$ cat src/hdl/compacting_unique_value_set_unit_macros.svh
// Assertion macros used by the top module of the compacting unique value set unit.
`ifndef COMPACTING_UNIQUE_VALUE_SET_UNIT_MACROS_SVH
`define COMPACTING_UNIQUE_VALUE_SET_UNIT_MACROS_SVH

// The condition must hold in the same cycle as the trigger.
`define CUVS_ASSERT_SAME(name, trig, cond) \
  name: assert property (@(posedge clk) disable iff (!rst_n) (trig) |-> (cond)) \
    else $error("cuvs assertion failed");

// The condition must hold in the cycle after the trigger.
`define CUVS_ASSERT_NEXT(name, trig, cond) \
  name: assert property (@(posedge clk) disable iff (!rst_n) (trig) |=> (cond)) \
    else $error("cuvs assertion failed");

`endif

$ cat src/hdl/cuvs_pkg.sv
// Package with the sizes, codes and types of the compacting unique value set unit.
package cuvs_pkg;

  localparam int CAPACITY = 16;
  localparam int IDX_W    = (CAPACITY > 2) ? $clog2(CAPACITY) : 1;
  localparam int CNT_W    = $clog2(CAPACITY + 1);
  localparam int VAL_W    = 64;
  localparam int POS_W    = 4;
  localparam int CNTO_W   = 5;

  typedef logic [1:0]       cmd_t;
  typedef logic [1:0]       status_t;
  typedef logic [VAL_W-1:0] value_t;
  typedef logic [IDX_W-1:0] idx_t;
  typedef logic [CNT_W-1:0] cnt_t;

  localparam cmd_t CMD_LOOKUP = 2'd0;
  localparam cmd_t CMD_ADD    = 2'd1;
  localparam cmd_t CMD_REMOVE = 2'd2;

  localparam status_t ST_DONE    = 2'd0;
  localparam status_t ST_PRESENT = 2'd1;
  localparam status_t ST_ABSENT  = 2'd2;
  localparam status_t ST_FULL    = 2'd3;

  typedef struct packed {
    logic load;
    logic shift;
  } cell_ctl_t;

  function automatic logic [POS_W-1:0] to_pos(input idx_t idx);
    logic [31:0] t;
    t = 32'(idx);
    return t[POS_W-1:0];
  endfunction

  function automatic logic [CNTO_W-1:0] to_cnt(input cnt_t cnt);
    logic [31:0] t;
    t = 32'(cnt);
    return t[CNTO_W-1:0];
  endfunction

endpackage

$ cat src/hdl/cuvs_if.sv
// Handshake interfaces for the command and result channels.
interface cuvs_in_if;
  logic                valid;
  logic                ready;
  cuvs_pkg::cmd_t      command;
  cuvs_pkg::value_t    value;

  modport source (output valid, output command, output value, input ready);
  modport sink   (input valid, input command, input value, output ready);
endinterface

interface cuvs_out_if;
  logic                           valid;
  logic                           ready;
  logic                           found;
  logic [cuvs_pkg::POS_W-1:0]     position;
  logic [cuvs_pkg::CNTO_W-1:0]    count_after;
  cuvs_pkg::status_t              status;

  modport source (output valid, output found, output position, output count_after,
                  output status, input ready);
  modport sink   (input valid, input found, input position, input count_after,
                  input status, output ready);
endinterface

$ cat src/hdl/cuvs_cell.sv
// One storage cell of the set: holds an entry, compares it and loads the incoming value or its neighbour's entry.
module cuvs_cell (
  input  logic                clk,
  input  cuvs_pkg::value_t    value,
  input  cuvs_pkg::value_t    nb_entry,
  input  logic                live,
  input  cuvs_pkg::cell_ctl_t ctl,
  output cuvs_pkg::value_t    entry,
  output logic                hit
);

  cuvs_pkg::value_t entry_r;
  cuvs_pkg::value_t entry_nxt;

  always_comb begin
    if (ctl.load) begin
      entry_nxt = value;
    end else if (ctl.shift) begin
      entry_nxt = nb_entry;
    end else begin
      entry_nxt = entry_r;
    end
  end

  always_ff @(posedge clk) begin
    entry_r <= entry_nxt;
  end

  assign entry = entry_r;
  assign hit   = live && (entry_r == value);

endmodule

$ cat src/hdl/compacting_unique_value_set_unit.sv
// Top level of the compacting unique value set unit: row of cells, count and result register.
// The set keeps up to cuvs_pkg::CAPACITY distinct 64-bit words packed at the low
// entries. Every cell compares its word with the incoming value in parallel, and a
// remove moves every later entry down by one in a single neighbour-to-neighbour
// transfer, so a new command is taken every cycle
// while the result register is empty or being emptied; results come out in the cycle
// after the command is taken. Stored words start undefined and only entries below
// the count are ever compared, so no clearing is needed after reset.
`include "compacting_unique_value_set_unit_macros.svh"

module compacting_unique_value_set_unit (
  input logic       clk,
  input logic       rst_n,
  cuvs_in_if.sink   in_chan,
  cuvs_out_if.source out_chan
);

  localparam int N = cuvs_pkg::CAPACITY;

  cuvs_pkg::value_t    entry  [N];
  logic [N-1:0]        hit_vec;
  logic [N-1:0]        live;
  cuvs_pkg::cell_ctl_t ctl    [N];

  cuvs_pkg::cnt_t count_r;
  cuvs_pkg::cnt_t count_nxt;

  logic                          out_valid_r;
  logic                          found_r;
  logic [cuvs_pkg::POS_W-1:0]    position_r;
  logic [cuvs_pkg::CNTO_W-1:0]   count_after_r;
  cuvs_pkg::status_t             status_r;

  logic              accept;
  logic              any_hit;
  logic              full;
  logic              is_add;
  logic              is_rem;
  logic              do_add;
  logic              do_rem;
  cuvs_pkg::idx_t    hit_idx;
  cuvs_pkg::idx_t    pos;
  cuvs_pkg::status_t status;

  assign in_chan.ready = !out_valid_r || out_chan.ready;
  assign accept        = in_chan.valid && in_chan.ready;

  genvar gi;
  generate
    for (gi = 0; gi < N; gi++) begin : g_cell
      cuvs_pkg::value_t nb;
      if (gi == N - 1) begin : g_last
        assign nb = '0;
      end else begin : g_mid
        assign nb = entry[gi+1];
      end

      assign live[gi]      = cuvs_pkg::cnt_t'(gi) < count_r;
      assign ctl[gi].load  = do_add && (cuvs_pkg::cnt_t'(gi) == count_r);
      assign ctl[gi].shift = do_rem && (cuvs_pkg::idx_t'(gi) >= hit_idx)
                             && (cuvs_pkg::cnt_t'(gi + 1) < count_r);

      cuvs_cell u_cell (
        .clk      (clk),
        .value    (in_chan.value),
        .nb_entry (nb),
        .live     (live[gi]),
        .ctl      (ctl[gi]),
        .entry    (entry[gi]),
        .hit      (hit_vec[gi])
      );
    end
  endgenerate

  // Stored words are distinct, so at most one cell hits and its index is an OR.
  always_comb begin
    hit_idx = '0;
    for (int i = 0; i < N; i++) begin
      if (hit_vec[i]) begin
        hit_idx = hit_idx | cuvs_pkg::idx_t'(i);
      end
    end
  end

  assign any_hit = |hit_vec;
  assign full    = count_r >= cuvs_pkg::cnt_t'(N);
  assign is_add  = in_chan.command == cuvs_pkg::CMD_ADD;
  assign is_rem  = in_chan.command == cuvs_pkg::CMD_REMOVE;
  assign do_add  = accept && is_add && !any_hit && !full;
  assign do_rem  = accept && is_rem && any_hit;

  always_comb begin
    pos       = any_hit ? hit_idx : '0;
    status    = cuvs_pkg::ST_DONE;
    count_nxt = count_r;
    if (is_add) begin
      if (any_hit) begin
        status = cuvs_pkg::ST_PRESENT;
      end else if (full) begin
        status = cuvs_pkg::ST_FULL;
      end else begin
        pos = count_r[cuvs_pkg::IDX_W-1:0];
      end
    end else if (is_rem) begin
      if (!any_hit) begin
        status = cuvs_pkg::ST_ABSENT;
      end
    end
    if (do_add) begin
      count_nxt = count_r + cuvs_pkg::cnt_t'(1);
    end else if (do_rem) begin
      count_nxt = count_r - cuvs_pkg::cnt_t'(1);
    end
  end

  always_ff @(posedge clk) begin
    if (!rst_n) begin
      count_r     <= '0;
      out_valid_r <= 1'b0;
    end else begin
      if (accept) begin
        count_r <= count_nxt;
      end
      if (accept) begin
        out_valid_r <= 1'b1;
      end else if (out_chan.ready) begin
        out_valid_r <= 1'b0;
      end
    end
  end

  always_ff @(posedge clk) begin
    if (accept) begin
      found_r       <= any_hit;
      position_r    <= cuvs_pkg::to_pos(pos);
      count_after_r <= cuvs_pkg::to_cnt(count_nxt);
      status_r      <= status;
    end
  end

  assign out_chan.valid       = out_valid_r;
  assign out_chan.found       = found_r;
  assign out_chan.position    = position_r;
  assign out_chan.count_after = count_after_r;
  assign out_chan.status      = status_r;

  `CUVS_ASSERT_SAME(a_count_bound, 1'b1, count_r <= cuvs_pkg::cnt_t'(N))
  `CUVS_ASSERT_SAME(a_single_hit, 1'b1, $onehot0(hit_vec))
  `CUVS_ASSERT_NEXT(a_add_grows, do_add, count_r == $past(count_r) + cuvs_pkg::cnt_t'(1))
  `CUVS_ASSERT_NEXT(a_rem_shrinks, do_rem, count_r == $past(count_r) - cuvs_pkg::cnt_t'(1))
  `CUVS_ASSERT_SAME(a_one_load, 1'b1, $countones({do_add, do_rem}) <= 1)

endmodule

$ cat src/flat_wrapper.sv
// flat-port wrapper written by rule: the top's interface ports become plain ports
module compacting_unique_value_set_unit_flat 
  (clk, rst_n, in_chan_valid, in_chan_command, in_chan_value, in_chan_ready, out_chan_valid, out_chan_found, out_chan_position, out_chan_count_after, out_chan_status, out_chan_ready);
  cuvs_in_if in_chan_i ();
  cuvs_out_if out_chan_i ();
  input logic clk;
  input logic rst_n;
  input wire logic [$bits(in_chan_i.valid)-1:0] in_chan_valid;
  input wire logic [$bits(in_chan_i.command)-1:0] in_chan_command;
  input wire logic [$bits(in_chan_i.value)-1:0] in_chan_value;
  output wire logic [$bits(in_chan_i.ready)-1:0] in_chan_ready;
  output wire logic [$bits(out_chan_i.valid)-1:0] out_chan_valid;
  output wire logic [$bits(out_chan_i.found)-1:0] out_chan_found;
  output wire logic [$bits(out_chan_i.position)-1:0] out_chan_position;
  output wire logic [$bits(out_chan_i.count_after)-1:0] out_chan_count_after;
  output wire logic [$bits(out_chan_i.status)-1:0] out_chan_status;
  input wire logic [$bits(out_chan_i.ready)-1:0] out_chan_ready;
  assign in_chan_i.valid = in_chan_valid;
  assign in_chan_i.command = in_chan_command;
  assign in_chan_i.value = in_chan_value;
  assign in_chan_ready = in_chan_i.ready;
  assign out_chan_valid = out_chan_i.valid;
  assign out_chan_found = out_chan_i.found;
  assign out_chan_position = out_chan_i.position;
  assign out_chan_count_after = out_chan_i.count_after;
  assign out_chan_status = out_chan_i.status;
  assign out_chan_i.ready = out_chan_ready;
  compacting_unique_value_set_unit u_core (.clk(clk), .rst_n(rst_n), .in_chan(in_chan_i), .out_chan(out_chan_i));
endmodule
$ cat config.mk
export PLATFORM = sky130hd
export DESIGN_NAME = compacting_unique_value_set_unit_flat
export DESIGN_NICKNAME = d
export VERILOG_FILES = /design/src/hdl/cuvs_pkg.sv /design/src/hdl/cuvs_if.sv /design/src/hdl/cuvs_cell.sv /design/src/hdl/compacting_unique_value_set_unit.sv /design/src/flat_wrapper.sv
export VERILOG_INCLUDE_DIRS = /design/src /design/src/hdl
export SDC_FILE = /design/constraint.sdc
export NUM_CORES = 2
export LEC_CHECK = 0
export ABC_AREA = 1
export BUFFER_PORTS_ARGS = -buffer_cell sky130_fd_sc_hd__buf_4
export CAP_MARGIN = 20
export CELL_PAD_IN_SITES_DETAIL_PLACEMENT = 1
export CELL_PAD_IN_SITES_GLOBAL_PLACEMENT = 1
export CORE_MARGIN = 2
export CORE_UTILIZATION = 44
export CTS_BUF_LIST = sky130_fd_sc_hd__clkbuf_8
export DETAILED_ROUTE_END_ITERATION = 10
export PLACE_DENSITY = 0.85
export SETUP_SLACK_MARGIN = 0.5
export SLEW_MARGIN = 5
export SYNTH_ARGS = -nofsm -noshare
export SYNTH_HDL_FRONTEND = slang
export SYNTH_SLANG_ARGS = --single-unit
$ cat constraint.sdc
create_clock -name clk -period 7.58 [get_ports clk]
set_input_delay 0.758 -clock clk [delete_from_list [all_inputs] [get_ports clk]]
set_output_delay 0.758 -clock clk [all_outputs]
set_load 0.02 [all_outputs]
# [Word-level counts from Yosys, hierarchy flattened]
# Index checks and enable logic that the tools add are counted.
[classes] n_addsub=2 order_cmp=34 eq_ne=33 muxes=60 reduce_logical=93
[ops] operator="$mux W64" count=32
[ops] operator="$eq A64 B64 Y1" count=16
[ops] operator="$logic_and A1 B1 Y1" count=70
[ops] operator="$mux W4" count=12
[ops] operator="$eq A4 B5 Y1 const A" count=8
[ops] operator="$lt A4 B5 Y1 const A" count=8
[ops] operator="$reduce_bool A2 Y1" count=17
[ops] operator="$ge A4 B4 Y1 const A" count=8
[ops] operator="$eq A3 B5 Y1 const A" count=4
[ops] operator="$lt A3 B5 Y1 const A" count=4
[ops] operator="$ge A3 B4 Y1 const A" count=4
[ops] operator="$reduce_or A16 Y1" count=1
[ops] operator="$mux W2" count=7
[ops] operator="$mux W3" count=4
[ops] operator="$eq A2 B5 Y1 const A" count=2
[ops] operator="$lt A1 B5 Y1 const A" count=2
[ops] operator="$lt A2 B5 Y1 const A" count=2
[ops] operator="$mux W5" count=2
[ops] operator="$ge A1 B4 Y1 const A" count=2
[ops] operator="$ge A2 B4 Y1 const A" count=2
[ops] operator="$add A5 B1 Y5 const B" count=1
[ops] operator="$eq A1 B5 Y1 const A" count=1
[ops] operator="$ge A5 B5 Y1 const B" count=1
[ops] operator="$logic_not A5 Y1" count=1
[ops] operator="other kinds (7)" count=11
[word_totals] regBits=1042 input_bits=70 output_inout_bits=14 word_cells=244

# [Depth between registers and ports, before layout]
[depth] word_depth=22 depth_mapped=23 depth_no_buf=20

# [Hierarchy]
# A second synthesis with hierarchy kept.
[unflattened] cells_unflattened=8399 area_unflattened_um2=62543.7
[modules_own_cells] mod="cuvs_cell" n_inst=16 cells_each=511 area_each_um2=3811.2 seq_area_each_um2=1921.8
[modules_own_cells] mod="compacting_unique_value_set_unit" n_inst=1 cells_each=223 area_each_um2=1565.3 seq_area_each_um2=480.5

# [Worst setup path before layout]
# No wires, ideal clock.
[synth_timing] path_type="input to register" startpoint="in in_chan_value[30]" endpoint="reg u_core.g_cell[4].u_cell.entry_r[0], enable pin" setup_ns=0.574 arrival_time_ns=6.970 required_ns=7.006 slack_ns=0.035 cell_stages=18 n_path_buf=2 cell_sequence="buf_2 inv_4 buf_2 nand2_1 nand2_1 nor2_1 nand4_1 nor2_1 nand3_1 nor2_1 nor2_1 nand2_1 nor2_4 nand2_1 nand2_1 inv_1 nand2_1 o21ai_0"
[synth_via] word_cells_on_any_way=57 classes_between="1 x order compare; 16 x eq/ne; 15 x mux; 25 x reduce/logical"
[synth_lines] item="start, declared" line_no="flat_wrapper.sv:10" source="input wire logic [$bits(in_chan_i.value)-1:0] in_chan_value;"
[synth_lines] item="$eq A64 B64 Y1" line_no="cuvs_cell.sv:30" source="assign hit = live && (entry_r == value);"
[synth_lines] item="$logic_and A1 B1 Y1" line_no="cuvs_cell.sv:30"
[synth_lines] item="$reduce_or A16 Y1 *" line_no="compacting_unique_value_set_unit.sv:85" source="assign any_hit = |hit_vec;"
[synth_lines] item="net u_core.any_hit" line_no="compacting_unique_value_set_unit.sv:35" source="logic any_hit;"
[synth_lines] item="$logic_not A1 Y1" line_no="compacting_unique_value_set_unit.sv:89" source="assign do_add = accept && is_add && !any_hit && !full;"
[synth_lines] item="$logic_and A1 B1 Y1 (2 in a row)" line_no="compacting_unique_value_set_unit.sv:89"
[synth_lines] item="$logic_and A1 B1 Y1" line_no="compacting_unique_value_set_unit.sv:59" source="assign ctl[gi].load = do_add && (cuvs_pkg::cnt_t'(gi) == count_r);"
[synth_lines] item="$reduce_bool A2 Y1 (no source line) *"
[synth_lines] item="end signal, assigned" line_no="cuvs_cell.sv:26" source="entry_r <= entry_nxt;"
[synth_lines] item="end, declared" line_no="cuvs_cell.sv:12" source="cuvs_pkg::value_t entry_r;"
# Mark *: on every way through the listed nets, which the timed path passes. The rest lies on a longest branch.
# A chain may end at the register's enable or synchronous reset.

# [Worst setup path after layout]
[layout_timing] startpoint="reg u_core.count_r[2]" endpoint="reg u_core.g_cell[14].u_cell.entry_r[30], enable pin"
[layout_via] elab_chain_len=21 word_cells_on_any_way=60 classes_between="18 x order compare; 1 x eq/ne; 15 x mux; 26 x reduce/logical"
[layout_rtl] item="start, declared" line_no="compacting_unique_value_set_unit.sv:25" source="cuvs_pkg::cnt_t count_r;"
[layout_rtl] item="start signal, assigned" line_no="compacting_unique_value_set_unit.sv:122" source="count_r <= count_nxt;"
[layout_rtl] item="$lt A1 B5 Y1" line_no="compacting_unique_value_set_unit.sv:58" source="assign live[gi] = cuvs_pkg::cnt_t'(gi) < count_r;"
[layout_rtl] item="$logic_and A1 B1 Y1" line_no="cuvs_cell.sv:30"
[layout_rtl] item="$mux W1" line_no="compacting_unique_value_set_unit.sv:79" source="if (hit_vec[i]) begin"
[layout_rtl] item="$mux W2 (2 in a row)" line_no="compacting_unique_value_set_unit.sv:79"
[layout_rtl] item="$mux W3 (4 in a row)" line_no="compacting_unique_value_set_unit.sv:79"
[layout_rtl] item="$mux W4 (8 in a row)" line_no="compacting_unique_value_set_unit.sv:79"
[layout_rtl] item="$ge A4 B4 Y1" line_no="compacting_unique_value_set_unit.sv:60" source="assign ctl[gi].shift = do_rem && (cuvs_pkg::idx_t'(gi) >= hit_idx)"
[layout_rtl] item="$logic_and A1 B1 Y1" line_no="compacting_unique_value_set_unit.sv:60"
[layout_rtl] item="$logic_and A1 B1 Y1" line_no="compacting_unique_value_set_unit.sv:61" source="&& (cuvs_pkg::cnt_t'(gi + 1) < count_r);"
[layout_rtl] item="$reduce_bool A2 Y1 (no source line) *"
[layout_rtl] item="end signal, assigned" line_no="cuvs_cell.sv:26"
[layout_rtl] item="end, declared" line_no="cuvs_cell.sv:12"
# Every way passes the cells marked *; elsewhere a longest branch is shown, timed or not.

==> reports/qor.csv <==
metric;value;unit
post-route total power;13.3;mW
Post-CTS Resized;0;
commonest non-fill, non-tap cell in the layout;nand2_1;
largest net degree at the start of global routing;129;
Synth cell types;42;
Seq pwr share;0.476;
fmax;175;MHz
fraction of final layout cells with drive strength greater than 1;0.0618;
setup violators final;0;
Net Switching;4.05;mW
core area;0.150;sq mm
GR Overflow Total;0;
final worst-path cycle share;0.754;
number of fill cells;18900;
sequential element share of the synthesized area;0.472;
postcts setup bufs;0;
CTS Root Cell;clkbuf_8;
unrepaired setup endpoints after global routing;false;
Worst Hold Class;in2reg;
DRC;0;
y dimension of the die;392;um
WS Path Type;reg2reg;
worst r2r src;u_core.count_r[2];
number of global-route vias before repair;63600;
syn nets;9106;
fin nets;9020;
FF+latch count, synth;1042;
I/O pin cnt;84;
crit path cell chain;inv_2, nor4_1, nand2_1, nand2_1, nor2_1, nand3_1, nand2_1, nor2_2, nand4_4, nor2_4, nand3_2, nand2_4, buf_4, buf_4;
Crit. End Element;flip-flop;
hold buffer count at cts;0;
per-instance average area after synthesis;7.33;sq um
FF-to-FF End;u_core.g_cell[14].u_cell.entry[30];
min Tclk post-route;5.72;ns
crit path launch type;flip-flop;
Switching Fraction;0.305;
Wirelength per Cell;30.9;um
Register-to-Register Path Depth;14;
hold path endpoint;u_core.out_chan.valid;
status;finished, final reports clean;
P&R area growth vs syn;8.63;%
CP max stage delay;0.70;ns
Initial Util;0.443;
Synth async-reset ratio;0;
routability cong.;1.11;
WP data arrival;6.35;ns
Fin. Hold Viols;0;
H-tree levels;4;
Min Hold Slack;0.0845;ns
most frequent cells in the layout;nand2_1 (3675), nor2_1 (1309), edfxtp_1 (1036);
max-capacitance violation count;0;
clock network latency to the later pin of the worst-skew pair;1.01;ns
DPL Wire Length;273;mm
Yosys Warn Count;0;
HP Start;out_chan_ready;
Max IR drop VDD;141;uV
Slowest cell on crit path;dfxtp_1;
Post-Syn Area;0.0662;sq mm
Die X;392;um
clk buf depth;3;
port bufs;83;
CP most frequent cell;nand2_1;
TritonRoute pass-1 iters;8;
Internal Pwr Total;9.21;mW
Iteration-0 DRC Markers;6532;
Total GRT Usage;0.442;
detail-routed via count per cell;5.70;
ANT nets after route;0;
Synth Instances;9031;
Worst Path Max Fanout;41;
global-route wire length before repair;472;mm
Worst-path clk slew;0.06;ns
hold depth;4;
clk_skew;0.0580;ns
Comb pwr share;0.121;
dpl ws;1.17;ns
power share of the clock group;0.404;
row count;142;
Die ar.;0.154;sq mm
EDFF count, synth;1036;
main flop type after synthesis;edfxtp_1;
CTS Buf Count;193;
PnR worst setup slack;1.86;ns
Area after DPL;0.0683;sq mm
Slew Viols, Final;0;
Worst-Margin Slew;1.23;ns
Power Dens Cells;184;mW/mm^2
Num Clock Sinks;1042;
R2R setup slack;1.86;ns
Rel. slew slack;0.177;
Vias;63400;
Worst Path Required;8.21;ns
static leakage;33.5;nW
Setup TNS;0;ns
final wirelength;344;mm
CTS tree;yes;
fin area;0.0720;sq mm
initial antenna violation count;22;
## Yosys cell counts (2+ instances only)
library cell	instances	area (sq um)
nand2_1	3692	13900
clkbuf_1	175	657
and2_0	2	12.5
o21ai_0	445	2230
clkinv_1	6	22.5
edfxtp_1	1036	31100
buf_6	18	203
ha_1	5	62.6
and3_1	3	18.8
o21ai_1	432	2160
nor2_4	3	33.8
nor3_1	25	125
inv_1	689	2590
a21oi_1	11	55.1
o211ai_1	2	15.0
buf_2	214	1070
nand3b_1	8	60.1
or2_1	7	43.8
xnor2_1	57	499
nand4_1	199	1240
nand3_1	112	561
nor4_1	4	25.0
nand3_2	4	40.0
o31ai_1	2	15.0
nor2_2	2	12.5
inv_2	46	173
buf_4	92	691
and2_1	10	62.6
or2_2	9	56.3
buf_1	10	37.5
nor2_1	1310	4920
xor2_1	386	3380
dfxtp_1	6	120
## cells by family after synthesis
| kind of cell | Yosys count | synth area share |
|---|---|---|
| compound gates | 895 | 0.0679 |
| xor+xnor | 443 | 0.0586 |
| fa+ha+maj | 5 | 0.000945 |
| buf+inv | 1251 | 0.0822 |
| flops | 1042 | 0.472 |
| simple gates | 5395 | 0.319 |
## area by class of cell
type	count	area, sq um	area share
timing repair buffer	228	2000	0.0278
inverter	742	2790	0.0388
clock buffer	202	2780	0.0386
sequential	1042	31200	0.434
multi-input combinational	6738	29800	0.414
antenna	15	37.5	0.000522
clock inverter	139	782	0.0109
tap	2016	2520	0.0351
## flip-flops by register name (all words and copies together) (netlist names)
name,count
u_core.out_chan.status,2
u_core.count_r,5
u_core.g_cell.u_cell.entry,1024
u_core.out_chan.position,4
u_core.out_chan.count_after,5
u_core.out_chan.valid,1
u_core.out_chan.found,1
## power groups by stage
stage,clock network [mW],registers (mW),logic (mW)
floorplan,0,6.43,0.772
finish,5.35,6.31,1.60
CTS,5.36,6.31,1.52
global placement,0,6.43,1.49
detailed placement,0,6.43,1.51
global route,5.58,6.31,1.63
## worst max path at each step
stage | cells after the start | from | to | slack [ns]
final | 14 | u_core.count_r[2] | u_core.g_cell[14].u_cell.entry[30] | 1.86
after global routing | 14 | u_core.count_r[2] | u_core.g_cell[14].u_cell.entry[20] | 1.79
after CTS | 19 | u_core.count_r[4] | u_core.g_cell[14].u_cell.entry[5] | 2.08
after detailed placement | 20 | in_chan_value[12] | u_core.g_cell[14].u_cell.entry[24] | 1.17
after global placement | 20 | in_chan_value[12] | u_core.g_cell[14].u_cell.entry[24] | 1.16
after floorplan | 18 | in_chan_value[30] | u_core.g_cell[5].u_cell.entry[0] | 0.04
## through the flow
stage	utilization	std cells
3_5_place_dp	0.457	10800
6_report	0.481	11100
2_1_floorplan	-	9031
5_1_grt	0.481	11100
4_1_cts	0.481	11100
3_3_place_gp	0.457	10800
## worst max-delay path: cells and delay by family (launching register included)
family                 cells  cell delay (ns)
flip-flops                 1             0.70
AND/OR/NAND/NOR           11             3.26
buffers and inverters      3             1.25
## routing by layer
metal  track usage  up-vias  wire (um)  share of wire
met3        0.0729     1160      22700          0.066
met4         0.507       14      47400           0.14
met1         0.459    30600     116000           0.34
met5             0        -         83        0.00024
met2         0.719     3167     158000           0.46
li1              -    28500          -              -
No activity file was read; power rests on OpenSTA's default activity.
